**config.mk**
```make
export PLATFORM = sky130hd
export DESIGN_NAME = tspan_ram
export DESIGN_NICKNAME = d
export VERILOG_FILES = /design/src/tspan_ram.sv
export SDC_FILE = /design/constraint.sdc
export NUM_CORES = 1
export LEC_CHECK = 0
export ABC_AREA = 1
export BUFFER_PORTS_ARGS = -buffer_cell sky130_fd_sc_hd__buf_2
export CAP_MARGIN = 10
export CORE_MARGIN = 5
export CORE_UTILIZATION = 55
export DETAILED_ROUTE_END_ITERATION = 10
export PLACE_DENSITY = 0.73
export SYNTH_ARGS = -nofsm -noshare
export SYNTH_HDL_FRONTEND = slang
export SYNTH_SLANG_ARGS = --single-unit
```
**constraint.sdc**
```tcl
create_clock -name clock -period 3.55 [get_ports clock]
set_input_delay 0.71 -clock clock [delete_from_list [all_inputs] [get_ports clock]]
set_output_delay 0.71 -clock clock [all_outputs]
set_load 0.1 [all_outputs]
```
**src/tspan_ram.sv**
```systemverilog
`timescale 1ns / 1ps
`default_nettype none

module tspan_ram #(
   parameter int WIDTH = 8,
   parameter int DEPTH = 16
) (
   input  wire logic                     clock,
   input  wire logic                     wr_en,
   input  wire logic [$clog2(DEPTH)-1:0] wr_addr,
   input  wire logic [WIDTH-1:0]         wr_data,
   input  wire logic                     rd_en,
   input  wire logic [$clog2(DEPTH)-1:0] rd_addr,
   output logic      [WIDTH-1:0]         rd_data
);

   logic [WIDTH-1:0] mem_ff [DEPTH];

   // One write port and one registered read port.
   always_ff @(posedge clock) begin
      if (wr_en) begin
         mem_ff[wr_addr] <= wr_data;
      end
      if (rd_en) begin
         rd_data <= mem_ff[rd_addr];
      end
   end

endmodule

`default_nettype wire

```
# After elaboration in Yosys (flattened, before gate mapping)
# Memory sizes are Yosys's and may differ from the RTL's. A register that Yosys moved wholly into a read port is not among the register bits.
# Index checks and enable logic that the tools add are counted.
[op_classes]
n_mux = 2
[op_table]
columns = ["op", "count"]
rows = [
  ["2-to-1 mux 1 bit", 2],
]
[word_totals]
ff_bits = 0
mem_bits_rw = 128
mem_count = 1
out_inout_bits = 8
word_cells = 3
[memory_table]
columns = ["memory", "words", "width", "read_ports", "rd_ports_with_merged_regs", "wr", "line", "source"]
rows = [
  ["mem_ff", 16, 8, 1, 1, 1, "17", "logic [WIDTH-1:0] mem_ff [DEPTH];"],
]

# Depth between registers and ports, before layout
[logic_depth]
word_depth = 2
mapped_depth = 8

# Worst setup path after synthesis
# Ideal clock, no wire load.
[synth_path]
kind = "input to register"
startpoint = "input wr_addr[2]"
endpoint = "memory mem_ff[10][0], enable pin"
arrival_time_ps = 1291
path_buffers = 0
slack_ps = 1889
required_time_ps = 3180
setup_ps = 370
stages = 2
path_cell_list = "nand3b_1 -> nor2_1"
[synth_rtl]
columns = ["element", "line", "source"]
rows = [
  ["from (decl)", "10", "input wire logic [$clog2(DEPTH)-1:0] wr_addr,"],
  ["to (decl)", "17", ""],
]
# No word-level cell before the write port.

# Final worst setup path
[layout_path]
startpoint = "register rd_data[0], read port of mem_ff"
endpoint = "output rd_data[0]"
[layout_rtl]
columns = ["element", "line", "source"]
rows = [
  ["from (decl)", "14", "output logic [WIDTH-1:0] rd_data"],
]
# No word-level cell between the ends.

==> flow_summary.toml <==
[drt]
drtAntennaViolNets = 0
drt_first_pass_iters = 5
wl_per_cell_um = 17.5
drt_wl_total_um = 12600
vias_per_cell = 5.28
drc_errors = 0
drtIter0Drc = 322
vias = 3808

[floorplan]
rows = 37
io-pin-count = 27
start_util = 0.564
die-height_um = 113
die_w_um = 113
core_area_sq_um = 10400
die_area_sq_um = 12800

[timing]
finalWorstPathRequiredPeriod_ns = 2.05
post-route-period-util = 0.577
setup_viol = 0
rsz0062_at_grt = "no"
finalHoldViolations = 0
tns_ns = 0
fmax_mhz = 489
maxSlewViolCount = 0
tightest_slew_ns = 0.847
finClkSkew_ns = 0.00407
maxSlewHeadroom = 0.433

[clock_network]
htree_num_levels = 4
numCtsBuffers = 17
cts_buffer_depth = 2
clk_latency_ns = 0.52
path_clk_slew_ns = 0.05
clock-sinks = 136
post_cts_buffers = 0
cts_tree = "yes"
postCtsHoldBufs = 0
cts-resized-gates = 0
cts-root-buf = "clkbuf_8"

[synth]
ys_seq_area_frac = 0.698
synthFlopType = "edfxtp_1"
synth-async-reset-ratio = 0
syn_area_per_cell_sq_um = 10.6
yosys-top-cells-area = "edfxtp_1 (70%), nand2_1 (11%), nand3_1 (8.3%)"
synth_edf_count = 136
synthCells = 551
yosysUniqueCellTypes = 11
yosys-top-cells-count = "nand2_1 (173), edfxtp_1 (136), inv_1 (100)"
synth_top_area_frac = 0.698
synth_seq_cells = 136
ys.warnings.count = 0
synthMostInstantiatedCell = "nand2_1"
synth_top_cell_by_area = "edfxtp_1"
synth_fp_nets = 570
syn_area_sq_um = 5850

[worst_setup_path]
r2r_start = "mem_ff[1][5]"
r2r_cells = 6
cpMaxStageDelayCell = "buf_2"
worstPathArrival_ns = 1.34
timing.rr.end = "rd_data[5]"
max_stage_delay_ns = 0.44
cpLargestDelayFamily = "buffers and inverters"
path_class = "reg2out"
cp.buffers_inverters = 1
crit_fanout = 1
r2r_setup_slack_ns = 2.30
endpoint_kind = "primary output"
crit_required_ns = 2.84
path_cells = "buf_2"
cp-start-kind = "flop"

[grt]
grt_use_total = 0.211
antenna_found_initial = 0
grt.met2_usage = 0.331
top_usage_layer = "met2"
grt_max_degree = 65
grt_pass1_wl_um = 20000
grt_use_met3 = 0.0460
grt_remaining_overflow = 0
first_global_vias = 3628
met1_usage = 0.290

[placed_design]
gp_congestion = 0.854
port_buffers = 26
post-dp-hpwl_um = 7700

[run_status]
status = "finished clean"

[final_layout]
areaGrowthSynthToFinish_pct = 11.1
final_layout_size_suffix_gt1_frac = 0.0906
fin_nets = 595
n_antenna_cell = 0
fin_util = 0.626

[hold_path]
hold_path.class = "in2reg"
hold_end = "rd_data[5]"
hold_start = "rd_en"
min_path_cells = 1

[power]
p_leak_uw = 0.00279
peakVddDrop_mv = 0.323
p_per_area_nw_per_um2 = 548

[run]
max-cap-violations = 0
-- cell usage in the layout (no fill, tap or decap), drive strengths merged --
| cell | instances |
|---|---|
| buf | 30 |
| bufinv | 1 |
| clkbuf | 20 |
| clkinv | 7 |
| edfxtp | 136 |
| inv | 102 |
| nand2 | 173 |
| nand3 | 97 |
| nand3b | 2 |
| nor2 | 17 |
-- flip-flops by register name, summed over array words and instances (netlist names) --
register  count
rd_data       8
mem_ff      128
-- logic make-up after synthesis --
| logic type | share of synthesized area |
|---|---|
| buffers and inverters | 0.0939 |
| and+or+nand+nor | 0.208 |
| DFF | 0.698 |
-- report_power, final --
group / switching [uW] / internal, uW
clock network: 584 / 896
registers: 9.94 / 1810
logic: 206 / 56.3
-- metrics by stage --
stage	hold slack, ns	power, uW	worst slack, ns	cell area [sq um]	instances
CTS	0.552	3570	1.50	6500	721
global route	0.550	3680	1.47	6500	721
global placement	0.709	2110	1.31	6010	693
detailed placement	0.716	2110	1.27	6010	693
finish	0.562	3560	1.50	6500	721
floorplan	0.683	2030	1.89	5850	551
-- worst max-delay path by stage --
stage          cells past startpoint        from  slack, ns            end
3_5_place_dp                       8  rd_addr[0]       1.27     rd_data[1]
5_1_grt                            1  rd_data[0]       1.47     rd_data[0]
4_1_cts                            1  rd_data[7]       1.50     rd_data[7]
6_report                           1  rd_data[0]       1.50     rd_data[0]
3_3_place_gp                       8  rd_addr[0]       1.31     rd_data[1]
2_1_floorplan                      2  wr_addr[2]       1.89  mem_ff[10][0]
-- layout make-up --
type,instances,area (sq um)
flip-flops and latches,136,4080
fillers,830,3870
clock inverters,8,60.1
multi-input cells,289,1210
inverters,102,383
clock buffers,20,425
well taps,136,170
repair buffers,30,160
-- metal layers --
| layer | part of all wire | vias to the layer above |
|---|---|---|
| met5 | 0 | - |
| met4 | 0.022 | 0 |
| met3 | 0.069 | 25 |
| met2 | 0.47 | 144 |
| met1 | 0.44 | 1806 |
| li1 | - | 1833 |
Power figures use the tool's default switching activity.
